==> config.mk <==
export PLATFORM = sky130hd
export DESIGN_NAME = filled_circle_span_generator
export DESIGN_NICKNAME = d
export VERILOG_FILES = /design/src/fcsg_pkg.sv /design/src/filled_circle_span_generator.sv /design/src/fcsg_iter.sv
export SDC_FILE = /design/constraint.sdc
export NUM_CORES = 1
export LEC_CHECK = 0
export ABC_AREA = 1
export CAP_MARGIN = 15
export CORE_MARGIN = 5
export CORE_UTILIZATION = 29
export DETAILED_ROUTE_END_ITERATION = 10
export DONT_BUFFER_PORTS = 1
export PLACE_DENSITY_LB_ADDON = 0.25
export SYNTH_ARGS = -nofsm -noshare
export SYNTH_HDL_FRONTEND = slang
export SYNTH_SLANG_ARGS = --single-unit
==> constraint.sdc <==
create_clock -name aclk -period 7.25 [get_ports aclk]
set_input_delay 0.3625 -clock aclk [delete_from_list [all_inputs] [get_ports aclk]]
set_output_delay 0.3625 -clock aclk [all_outputs]
set_load 0.01 [all_outputs]
==> src/fcsg_pkg.sv <==
// Shared types and constants for the filled circle span generator.
package fcsg_pkg;

    localparam int COORD_BITS = 10;
    localparam int RAD_BITS   = COORD_BITS - 1;
    localparam int DELTA_BITS = COORD_BITS + 2;
    localparam int ERR_BITS   = COORD_BITS + 6;
    localparam int SPAN_BITS  = 12;
    localparam int COLOR_BITS = 8;

    localparam logic MODE_START   = 1'b0;
    localparam logic MODE_ADVANCE = 1'b1;

    // Midpoint loop state carried between iterations
    typedef struct packed {
        logic [COORD_BITS-1:0] ctr_x;
        logic [COORD_BITS-1:0] ctr_y;
        logic [COLOR_BITS-1:0] fill_color;
        logic [COORD_BITS-1:0] step_x;
        logic [COORD_BITS-1:0] step_y;
        logic [DELTA_BITS-1:0] x_delta;
        logic [DELTA_BITS-1:0] y_delta;
        logic [ERR_BITS-1:0]   err_acc;
    } circ_state_t;

    // What the span sequencer needs to emit the four spans of one iteration
    typedef struct packed {
        logic [COORD_BITS-1:0] ctr_x;
        logic [COORD_BITS-1:0] ctr_y;
        logic [COORD_BITS-1:0] step_x;
        logic [COORD_BITS-1:0] step_y;
        logic [COLOR_BITS-1:0] color;
        logic                  done;
    } span_job_t;

endpackage

==> src/filled_circle_span_generator.sv <==
// Filled circle span generator top level: loop state, span sequencer and result register.
//
// A start item (mode 0) latches centre, radius and colour and runs the first midpoint
// iteration; each advance item (mode 1) runs the next. Every iteration yields four
// horizontal spans, one per cycle on the result channel while it is not stalled by
// m_ready, so an item that produces spans holds off the next one; the next item is
// taken in the cycle the fourth span enters the result register. An advance with no
// circle in progress yields nothing. The fourth span of an iteration
// carries last_of_step, and that of the final iteration also circle_done. Spans are
// unclipped and wrap to 12-bit two's complement.
module filled_circle_span_generator (
    input  logic                                  aclk,
    input  logic                                  aresetn,
    input  logic                                  s_valid,
    output logic                                  s_ready,
    input  logic                                  s_mode,
    input  logic [fcsg_pkg::COORD_BITS-1:0]       s_center_x,
    input  logic [fcsg_pkg::COORD_BITS-1:0]       s_center_y,
    input  logic [fcsg_pkg::RAD_BITS-1:0]         s_radius,
    input  logic [fcsg_pkg::COLOR_BITS-1:0]       s_color,
    output logic                                  m_valid,
    input  logic                                  m_ready,
    output logic signed [fcsg_pkg::SPAN_BITS-1:0] m_span_row,
    output logic signed [fcsg_pkg::SPAN_BITS-1:0] m_span_left,
    output logic signed [fcsg_pkg::SPAN_BITS-1:0] m_span_right,
    output logic [fcsg_pkg::COLOR_BITS-1:0]       m_span_color,
    output logic                                  m_last_of_step,
    output logic                                  m_circle_done
);
    import fcsg_pkg::*;

    circ_state_t           state_reg;
    circ_state_t           state_next;
    logic                  busy_reg;
    span_job_t             job_reg;
    span_job_t             job_next;
    logic                  job_valid_reg;
    logic [1:0]            idx_reg;

    logic                  accept;
    logic                  is_start;
    logic                  runs;
    logic                  out_load;
    logic                  job_end;

    logic [SPAN_BITS-1:0]  cx;
    logic [SPAN_BITS-1:0]  cy;
    logic [SPAN_BITS-1:0]  sx;
    logic [SPAN_BITS-1:0]  sy;
    logic [SPAN_BITS-1:0]  row_sel;
    logic [SPAN_BITS-1:0]  left_sel;
    logic [SPAN_BITS-1:0]  right_sel;

    logic                  m_valid_reg;
    logic [SPAN_BITS-1:0]  row_reg;
    logic [SPAN_BITS-1:0]  left_reg;
    logic [SPAN_BITS-1:0]  right_reg;
    logic [COLOR_BITS-1:0] color_reg;
    logic                  last_reg;
    logic                  done_reg;

    fcsg_iter u_iter (
        .start     (is_start),
        .center_x  (s_center_x),
        .center_y  (s_center_y),
        .radius    (s_radius),
        .color     (s_color),
        .state_in  (state_reg),
        .state_out (state_next),
        .job       (job_next)
    );

    assign is_start = (s_mode == MODE_START);
    assign runs     = is_start || busy_reg;
    assign out_load = job_valid_reg && (!m_valid_reg || m_ready);
    assign job_end  = out_load && (idx_reg == 2'd3);
    assign s_ready  = !job_valid_reg || job_end;
    assign accept   = s_valid && s_ready;

    // Loop state and busy flag advance only on a transfer that runs an iteration
    always_ff @(posedge aclk) begin
        if (!aresetn) begin
            state_reg <= '0;
            busy_reg  <= 1'b0;
        end else if (accept && runs) begin
            state_reg <= state_next;
            busy_reg  <= !job_next.done;
        end
    end

    always_ff @(posedge aclk) begin
        if (!aresetn) begin
            job_valid_reg <= 1'b0;
            idx_reg       <= '0;
        end else if (accept && runs) begin
            job_valid_reg <= 1'b1;
            idx_reg       <= '0;
        end else if (job_end) begin
            job_valid_reg <= 1'b0;
        end else if (out_load) begin
            idx_reg <= idx_reg + 2'd1;
        end
    end

    always_ff @(posedge aclk) begin
        if (accept && runs) begin
            job_reg <= job_next;
        end
    end

    always_comb begin
        cx = SPAN_BITS'(job_reg.ctr_x);
        cy = SPAN_BITS'(job_reg.ctr_y);
        sx = SPAN_BITS'(job_reg.step_x);
        sy = SPAN_BITS'(job_reg.step_y);
        case (idx_reg)
            2'd0: begin
                row_sel   = cy + sy;
                left_sel  = cx - sx;
                right_sel = cx + sx;
            end
            2'd1: begin
                row_sel   = cy - sy;
                left_sel  = cx - sx;
                right_sel = cx + sx;
            end
            2'd2: begin
                row_sel   = cy + sx;
                left_sel  = cx - sy;
                right_sel = cx + sy;
            end
            default: begin
                row_sel   = cy - sx;
                left_sel  = cx - sy;
                right_sel = cx + sy;
            end
        endcase
    end

    always_ff @(posedge aclk) begin
        if (!aresetn) begin
            m_valid_reg <= 1'b0;
        end else if (out_load) begin
            m_valid_reg <= 1'b1;
        end else if (m_ready) begin
            m_valid_reg <= 1'b0;
        end
    end

    always_ff @(posedge aclk) begin
        if (out_load) begin
            row_reg   <= row_sel;
            left_reg  <= left_sel;
            right_reg <= right_sel;
            color_reg <= job_reg.color;
            last_reg  <= (idx_reg == 2'd3);
            done_reg  <= (idx_reg == 2'd3) && job_reg.done;
        end
    end

    assign m_valid        = m_valid_reg;
    assign m_span_row     = row_reg;
    assign m_span_left    = left_reg;
    assign m_span_right   = right_reg;
    assign m_span_color   = color_reg;
    assign m_last_of_step = last_reg;
    assign m_circle_done  = done_reg;

    // A completed circle is only ever flagged on the closing span of an iteration
    a_done_on_last: assert property (@(posedge aclk) disable iff (!aresetn)
        m_valid && m_circle_done |-> m_last_of_step)
        else $error("circle_done without last_of_step");

    // A start transfer always queues four spans
    a_start_queues: assert property (@(posedge aclk) disable iff (!aresetn)
        s_valid && s_ready && (s_mode == MODE_START) |=> job_valid_reg && (idx_reg == 2'd0))
        else $error("start transfer did not queue spans");

    // A pending final iteration means no circle is still active
    a_done_clears_busy: assert property (@(posedge aclk) disable iff (!aresetn)
        job_valid_reg && job_reg.done |-> !busy_reg)
        else $error("busy still set after final iteration");

endmodule

==> src/fcsg_iter.sv <==
// One midpoint circle iteration: start set-up, error update and end test.
module fcsg_iter (
    input  logic                                 start,
    input  logic [fcsg_pkg::COORD_BITS-1:0]      center_x,
    input  logic [fcsg_pkg::COORD_BITS-1:0]      center_y,
    input  logic [fcsg_pkg::RAD_BITS-1:0]        radius,
    input  logic [fcsg_pkg::COLOR_BITS-1:0]      color,
    input  fcsg_pkg::circ_state_t                state_in,
    output fcsg_pkg::circ_state_t                state_out,
    output fcsg_pkg::span_job_t                  job
);
    import fcsg_pkg::*;

    localparam int XB = COORD_BITS + 2;
    localparam int EW = ERR_BITS + 3;

    circ_state_t                 loaded;
    circ_state_t                 cur;
    logic signed [XB-1:0]        x_nxt;
    logic signed [XB-1:0]        y_nxt;
    logic signed [EW-1:0]        xd_ext;
    logic signed [EW-1:0]        e_mid;
    logic signed [EW-1:0]        e_nxt;
    logic signed [EW-1:0]        test;
    logic [DELTA_BITS-1:0]       xd_nxt;
    logic                        step_left;
    logic                        done;

    always_comb begin
        loaded.ctr_x      = center_x;
        loaded.ctr_y      = center_y;
        loaded.fill_color = color;
        loaded.step_x     = {1'b0, radius};
        loaded.step_y     = '0;
        loaded.x_delta    = DELTA_BITS'(1) - {2'b00, radius, 1'b0};
        loaded.y_delta    = '0;
        loaded.err_acc    = '0;
    end

    assign cur = start ? loaded : state_in;

    always_comb begin
        xd_ext    = {{(EW-DELTA_BITS){cur.x_delta[DELTA_BITS-1]}}, cur.x_delta};
        e_mid     = {{(EW-ERR_BITS){cur.err_acc[ERR_BITS-1]}}, cur.err_acc}
                  + {{(EW-DELTA_BITS){cur.y_delta[DELTA_BITS-1]}}, cur.y_delta};
        test      = (e_mid <<< 1) + xd_ext;
        step_left = (test > 0);
        y_nxt     = {2'b00, cur.step_y} + XB'(1);
        x_nxt     = {2'b00, cur.step_x};
        e_nxt     = e_mid;
        xd_nxt    = cur.x_delta;
        if (step_left) begin
            x_nxt  = x_nxt - XB'(1);
            e_nxt  = e_mid + xd_ext;
            xd_nxt = cur.x_delta + DELTA_BITS'(2);
        end
        done = (x_nxt < y_nxt);
    end

    always_comb begin
        state_out            = cur;
        state_out.step_x     = x_nxt[COORD_BITS-1:0];
        state_out.step_y     = y_nxt[COORD_BITS-1:0];
        state_out.x_delta    = xd_nxt;
        state_out.y_delta    = cur.y_delta + DELTA_BITS'(2);
        state_out.err_acc    = e_nxt[ERR_BITS-1:0];

        job.ctr_x  = cur.ctr_x;
        job.ctr_y  = cur.ctr_y;
        job.step_x = cur.step_x;
        job.step_y = cur.step_y;
        job.color  = cur.fill_color;
        job.done   = done;
    end

endmodule

==> results of run 1 <==
[power by group through the flow]
stage / combinational, mW / clock, mW / sequential [mW]
final: 0.624 / 0.928 / 1.23
after global routing: 0.716 / 1.01 / 1.24
after CTS: 0.630 / 0.968 / 1.24
after global placement: 0.620 / 0 / 1.26
after floorplan: 0.488 / 0 / 1.25
after detailed placement: 0.625 / 0 / 1.26
[cell families after synthesis]
group / count (synthesis) / synth area share [%]
and+or+nand+nor: 667 / 21.9
AOI/OAI and AO/OA: 322 / 15.2
xor gates and xnor gates: 61 / 4.23
DFF: 185 / 36.6
buffers and inverters: 334 / 10.3
other: 1 / 0.0297
adders and majority gates: 115 / 11.8
[Yosys cell counts, types with 4 or more instances]
cell type / number / area share [%]
nand3_1: 84 / 3.3
dfxtp_1: 93 / 15
fa_1: 7 / 1.1
xor2_1: 51 / 3.5
o22ai_1: 21 / 1.0
nor2_2: 4 / 0.20
nor3_1: 19 / 0.75
nor2_1: 102 / 3.0
o21ai_0: 108 / 4.3
or2_2: 6 / 0.30
xnor2_1: 10 / 0.69
buf_4: 5 / 0.30
a22oi_1: 4 / 0.24
edfxtp_1: 92 / 22
o211ai_1: 14 / 0.83
a22o_1: 29 / 2.0
ha_1: 108 / 11
o21a_1: 6 / 0.36
a21oi_1: 97 / 3.8
o21bai_1: 8 / 0.48
nand4_1: 11 / 0.54
o31ai_1: 5 / 0.30
clkbuf_1: 33 / 0.98
a31oi_1: 5 / 0.25
inv_1: 282 / 8.4
nand2_1: 421 / 13
nor4_1: 5 / 0.25
and2_1: 5 / 0.25
o21ai_1: 4 / 0.16
[metrics by stage]
step	setup slack (ns)	instance area, µm²
5_1_grt	1.03	13800
2_1_floorplan	1.60	12600
3_5_place_dp	1.65	13200
4_1_cts	1.71	13800
3_3_place_gp	1.71	13200
6_report	1.72	13800
[metal layers]
| metal | vias to the layer above | global-route usage, % | routed length [µm] |
|---|---|---|---|
| met5 | - | 0 | 0 |
| met4 | 0 | 4.71 | 704 |
| met3 | 37 | 3.13 | 1100 |
| met2 | 148 | 25.3 | 16900 |
| met1 | 4801 | 17.0 | 14900 |
| li1 | 5494 | - | - |
[path summary, 6_finish.rpt]
path                                                    to  slack, ns  cells past startpoint
worst max-delay path                  job_reg[0]$_DFFE_PP_       1.72                     30
worst min register to register   m_span_color[3]$_DFFE_PP_       0.42                      0
worst min-delay path            state_reg[15]$_SDFFE_PN0P_       0.08                      3
worst max register to register        job_reg[0]$_DFFE_PP_       1.72                     30
[cell usage in the layout, fill, tap and decap left out, drive strengths merged, types with 4 or more instances in the layout]
master | synthesis | final
clkbuf | 33 | 18
inv | 285 | 291
nor2 | 106 | 106
nand2 | 422 | 422
fa | 7 | 7
o211ai | 14 | 14
a22oi | 4 | 4
ha | 108 | 108
edfxtp | 92 | 92
o21bai | 8 | 8
dfxtp | 93 | 93
o21a | 6 | 6
or2 | 7 | 7
nor3 | 22 | 22
xor2 | 51 | 51
a31oi | 5 | 5
nand4 | 11 | 11
o22ai | 21 | 21
a21oi | 99 | 99
and2 | 5 | 5
xnor2 | 10 | 10
clkinv | 2 | 7
nand3 | 85 | 85
o21ai | 115 | 115
nor4 | 5 | 5
o31ai | 5 | 5
buf | 14 | 6
a22o | 29 | 29
[layout make-up]
cell class	instances	area (µm²)	share of cell area [%]
Clock buffer	18	429	3.11
Clock inverter	14	140	1.02
Inverter	287	1080	7.83
Multi-Input combinational cell	1166	6730	48.7
Sequential cell	185	4620	33.5
Tap cell	585	732	5.31
Timing Repair Buffer	8	65.1	0.472
[critical path, delay by kind of cell (launching register included)]
kind | cells | cell delay (ns)
AO/OA/AOI/OAI | 8 | 1.52
XOR/XNOR | 2 | 0.43
adder cells (fa/ha/maj) | 2 | 0.64
buffers and inverters | 3 | 0.50
flip-flops | 1 | 0.36
AND/OR/NAND/NOR | 15 | 1.82
[repair_timing]
item / in CTS / in global routing
hold buffers: 2 / 0
gates resized for setup: 0 / 0
buffers inserted: 0 / 0
hold endpoints to repair: 14 / 0
==> results.py, run 1 <==
metrics = {
    "synthesis": {
        "synth-seq-cells": 185,
        "syn_nets": 1842,
        "async_reset_ff_share_pct": 0,
        "synthFlopType": "dfxtp_1",
        "syn_area_um2": 12600,
        "post_synth.cell_area_avg_um2": 7.50,
        "synth_edf_count": 92,
        "ys_seq_area_share_pct": 36.6,
        "synth.distinct_cells": 55,
        "ys_warn_count": 0,
        "synth_cells": 1685,
    },
    "floorplanning": {
        "ioPinCount": 90,
        "num_rows": 76,
        "die_area_um2": 47800,
        "die_w_um": 219,
        "die_h_um": 219,
        "fp.coreArea_um2": 43100,
        "initial_core_util_pct": 29.3,
    },
    "sta": {
        "worst_slew_pin_slew_ns": 1.04,
        "maxSlewHeadroom_pct": 30.5,
        "final.min_clock_period_ns": 5.53,
        "rsz0062_at_grt": "no",
        "worst_clock_skew_ns": 0.0108,
        "hold_viol_final": 0,
        "fin_crit_sh_pct": 76.3,
        "drv_slew": 0,
        "hold_slack_ns": 0.0799,
        "final.setup.tns_ns": 0,
        "max_clock_freq_ghz": 0.181,
        "setup_viol": 0,
    },
    "detailed_routing": {
        "routed_wl_mm": 33.6,
        "avgViaCountPerCell": 4.63,
        "drt-wirelength-per-cell_um": 14.8,
        "first_pass_iters": 5,
        "drc_errors": 0,
        "dr_total_vias": 10500,
        "drtAntennaViolNets": 0,
        "drt_iter0_markers": 586,
    },
    "grt": {
        "grtUsageTotal_pct": 14.2,
        "antenna_found_initial": 1,
        "grt_overflow": 0,
        "grt_pass1_vias": 10200,
        "grt_max_degree": 93,
        "grt_pass1_wl_mm": 53.3,
    },
    "finish": {
        "finalCoreUtilization_pct": 32.0,
        "syn_to_final_growth_pct": 9.21,
        "n_antenna_cell": 0,
        "fill_cells": 4558,
        "drive_gt1_share_pct": 3.69,
        "stdcell_count": 2263,
        "fin_nets": 1822,
        "largest_reg_flops": 88,
    },
    "pwr": {
        "power_density_nw_per_um2": 202,
        "max-vdd-ir-drop_mv": 0.190,
        "power_frac_comb_pct": 22.4,
        "p_sw_share_pct": 32.6,
        "p_switching_mw": 0.909,
        "pwr-share-clk_pct": 33.3,
        "intPower_mw": 1.88,
        "seqPwrFrac_pct": 44.3,
        "p_total_mw": 2.79,
        "p_leak_nw": 6.60,
    },
    "clock_network": {
        "cts_buffers": 17,
        "cts_buffer_depth": 2,
        "clk_latency_ns": 0.48,
        "cts.sinks": 185,
        "cts.htree.levels": 4,
        "cts_tree": "done",
        "clkSlewWorstSetupHoldPaths_ns": 0.08,
        "root_buffer": "clkbuf_16",
    },
    "critical_path": {
        "reg2reg_from": "state_reg[2]$_SDFFE_PN0P_",
        "critical_path_class": "register to register",
        "cp_max_fo": 27,
        "cp_slowest_cell": "o21ai_0",
        "critPathCaptureType": "register",
        "startpoint_type": "register",
        "arrival_ns": 5.75,
        "crit_path_frequent_cell": "nand2_1",
        "required_ns": 7.47,
        "critPathLaunch": "state_reg[2]$_SDFFE_PN0P_",
        "slowest_delay_ns": 0.42,
    },
    "status": {
        "status": "finished clean",
    },
    "place": {
        "globalplace.congestion": 0.854,
        "hpwl_mm": 25.5,
        "portBuffers": 0,
        "placed_cells": 2228,
    },
    "min_path": {
        "min_path_type": "primary input to register",
        "hold_start": "aresetn",
    },
    "run": {
        "drv_cap": 0,
    },
}
(Power assumes the default switching activity.)
==> run 2, diff against run 1 <==
==> constraint.sdc (replaced) <==
create_clock -name aclk -period 5.1 [get_ports aclk]
set_input_delay 0.255 -clock aclk [delete_from_list [all_inputs] [get_ports aclk]]
set_output_delay 0.255 -clock aclk [all_outputs]
set_load 0.01 [all_outputs]
==> results.py, run 2 (synthesized netlist as in run 1, its figures left out) <==
metrics = {
    "critical_path": {
        "cp_max_fo": 6,
        "r2r-end": "job_reg[0]$_DFFE_PP_",
        "r2r.worst_path.cells": 28,
        "critical_path_class": "register to register",
        "startpoint_type": "register",
        "arrival_ns": 5.17,
        "cp-endpoint": "job_reg[0]$_DFFE_PP_",
        "cp_slowest_cell": "dfxtp_1",
        "slowest_delay_ns": 0.33,
        "critPathLaunch": "state_reg[2]$_SDFFE_PN0P_",
        "r2r_slack_ns": 0.15,
        "required_ns": 5.33,
        "critPathCaptureType": "register",
        "reg2reg_from": "state_reg[2]$_SDFFE_PN0P_",
    },
    "grt": {
        "grt_overflow": 0,
        "antenna_found_initial": 0,
        "grt_max_degree": 69,
        "grtUsageTotal_pct": 14.7,
        "grt_pass1_wl_mm": 55.5,
        "grt_pass1_vias": 10600,
    },
    "finish": {
        "fin_nets": 1876,
        "largest_reg_flops": 88,
        "syn_to_final_growth_pct": 16.4,
        "final_common_cell": "nand2_1",
        "final_cell_mix": "411 x nand2_1, 278 x inv_1, 105 x o21ai_0",
        "n_antenna_cell": 0,
        "fin_area_um2": 14700,
        "drive_gt1_share_pct": 8.83,
    },
    "pwr": {
        "max-vdd-ir-drop_mv": 0.209,
        "intPower_mw": 2.72,
        "p_leak_nw": 6.91,
        "power_frac_comb_pct": 24.2,
        "seqPwrFrac_pct": 42.9,
        "power_density_nw_per_um2": 278,
        "pwr-share-clk_pct": 32.8,
        "p_sw_share_pct": 33.3,
        "p_switching_mw": 1.36,
    },
    "min_path": {
        "min_path_type": "primary input to register",
        "hold_depth": 2,
    },
    "run": {
        "drv_cap": 0,
    },
    "detailed_routing": {
        "drc_errors": 0,
        "dr_total_vias": 10800,
        "avgViaCountPerCell": 4.66,
        "drt-wirelength-per-cell_um": 15.1,
        "routed_wl_mm": 34.9,
        "drt_iter0_markers": 614,
        "first_pass_iters": 7,
        "drtAntennaViolNets": 0,
    },
    "sta": {
        "drv_slew": 0,
        "hold_viol_final": 0,
        "hold_slack_ns": 0.0448,
        "max_clock_freq_ghz": 0.202,
        "fin_crit_sh_pct": 97.0,
        "worst_clock_skew_ns": 0.0160,
        "worst_slew_pin_slew_ns": 0.914,
        "final.min_clock_period_ns": 4.95,
        "maxSlewHeadroom_pct": 38.9,
        "setup_viol": 0,
    },
    "clock_network": {
        "cts.htree.levels": 4,
        "clkSlewWorstSetupHoldPaths_ns": 0.07,
        "root_buffer": "clkbuf_16",
        "cts_buffers": 17,
        "cts_buffer_depth": 2,
        "cts.sinks": 185,
        "cts_tree": "done",
        "clk_latency_ns": 0.48,
    },
    "status": {
        "status": "finished clean",
    },
    "floorplanning": {
        "ioPinCount": 90,
        "initial_core_util_pct": 29.3,
        "fp.coreArea_um2": 43100,
        "die_area_um2": 47800,
        "die_w_um": 219,
        "die_h_um": 219,
        "num_rows": 76,
    },
    "place": {
        "dpl_cell_area_um2": 13400,
        "portBuffers": 0,
        "globalplace.congestion": 0.857,
        "hpwl_mm": 26.1,
    },
}
-- run 2: changes by cell type in the layout (fill, tap and decap cells not counted), moves of 8 or more --
cell / before / now
a21oi_1: 96 / 86
nand2_2: 1 / 9
xor2_1: 51 / 43
ha_1: 108 / 95
buf_4: 6 / 31
dlygate4sd3_1: 2 / 29
nand2_1: 421 / 411
ha_4: 0 / 10
-- run 2: layout make-up --
| class | instances | area, µm² |
|---|---|---|
| tap | 585 | 732 |
| clock inverter | 13 | 128 |
| fill | 4555 | 28400 |
| clock buffer | 19 | 453 |
| sequential | 185 | 4630 |
| multi-input combinational | 1166 | 7120 |
| inverter | 287 | 1080 |
| timing repair buffer | 62 | 563 |
-- run 2: how the worst min path moves through the flow --
stage                                     from                          to  slack (ns)
after global placement                 aresetn  state_reg[26]$_SDFFE_PN0P_        0.39
after CTS                        s_center_x[7]             cx[7]$_DFFE_PP_      0.0002
final                            s_center_x[8]             cx[8]$_DFFE_PP_        0.04
after floorplan           job_reg[1]$_DFFE_PP_   m_span_color[0]$_DFFE_PP_        0.40
after detailed placement               aresetn  state_reg[26]$_SDFFE_PN0P_        0.39
after global routing                    s_mode             cx[1]$_DFFE_PP_        0.03
-- run 2: power groups by stage --
stage               combinational, mW  sequential, mW  clock (mW)
floorplan                       0.706            1.77           0
global placement                0.918            1.79           0
detailed placement              0.923            1.79           0
CTS                             0.956            1.76        1.40
global route                     1.13            1.76        1.45
finish                          0.989            1.75        1.34
-- run 2: repair_timing --
action,4_1_cts,5_1_grt
setup buffers,0,7
setup endpoints to repair,0,5
hold buffers,30,0
gates resized for setup,0,62
hold endpoints to repair,56,0
-- run 2: metrics by stage --
| stage | setup WS (ns) | utilization [%] | cells | setup TNS, ns | power, mW |
|---|---|---|---|---|---|
| after global placement | 0.101 | 31.2 | 2248 | 0 | 2.71 |
| after floorplan | 0.00601 | - | 1685 | 0 | 2.48 |
| after detailed placement | 0.104 | 31.2 | 2248 | 0 | 2.71 |
| final | 0.152 | 34.1 | 2317 | 0 | 4.08 |
| after global routing | -0.101 | 34.1 | 2317 | -0.187 | 4.34 |
| after CTS | 0.0822 | 33.3 | 2310 | 0 | 4.11 |
-- run 2: worst max-delay path, delay by kind of cell, from the launching register on --
kind	cells	cell delay [ns]
and+or+nand+nor	12	1.67
DFF	1	0.33
AOI/OAI and AO/OA	7	1.00
adders and majority gates	3	0.87
xor gates and xnor gates	2	0.35
buffers and inverters	4	0.44
-- run 2: metal layers --
| metal | global-route usage [%] | wire length [µm] | vias to the layer above |
|---|---|---|---|
| li1 | - | - | 5601 |
| met1 | 17.9 | 15700 | 5021 |
| met2 | 26.0 | 17500 | 132 |
| met3 | 2.92 | 1080 | 34 |
| met4 | 4.86 | 648 | 0 |
| met5 | 0 | 0 | - |
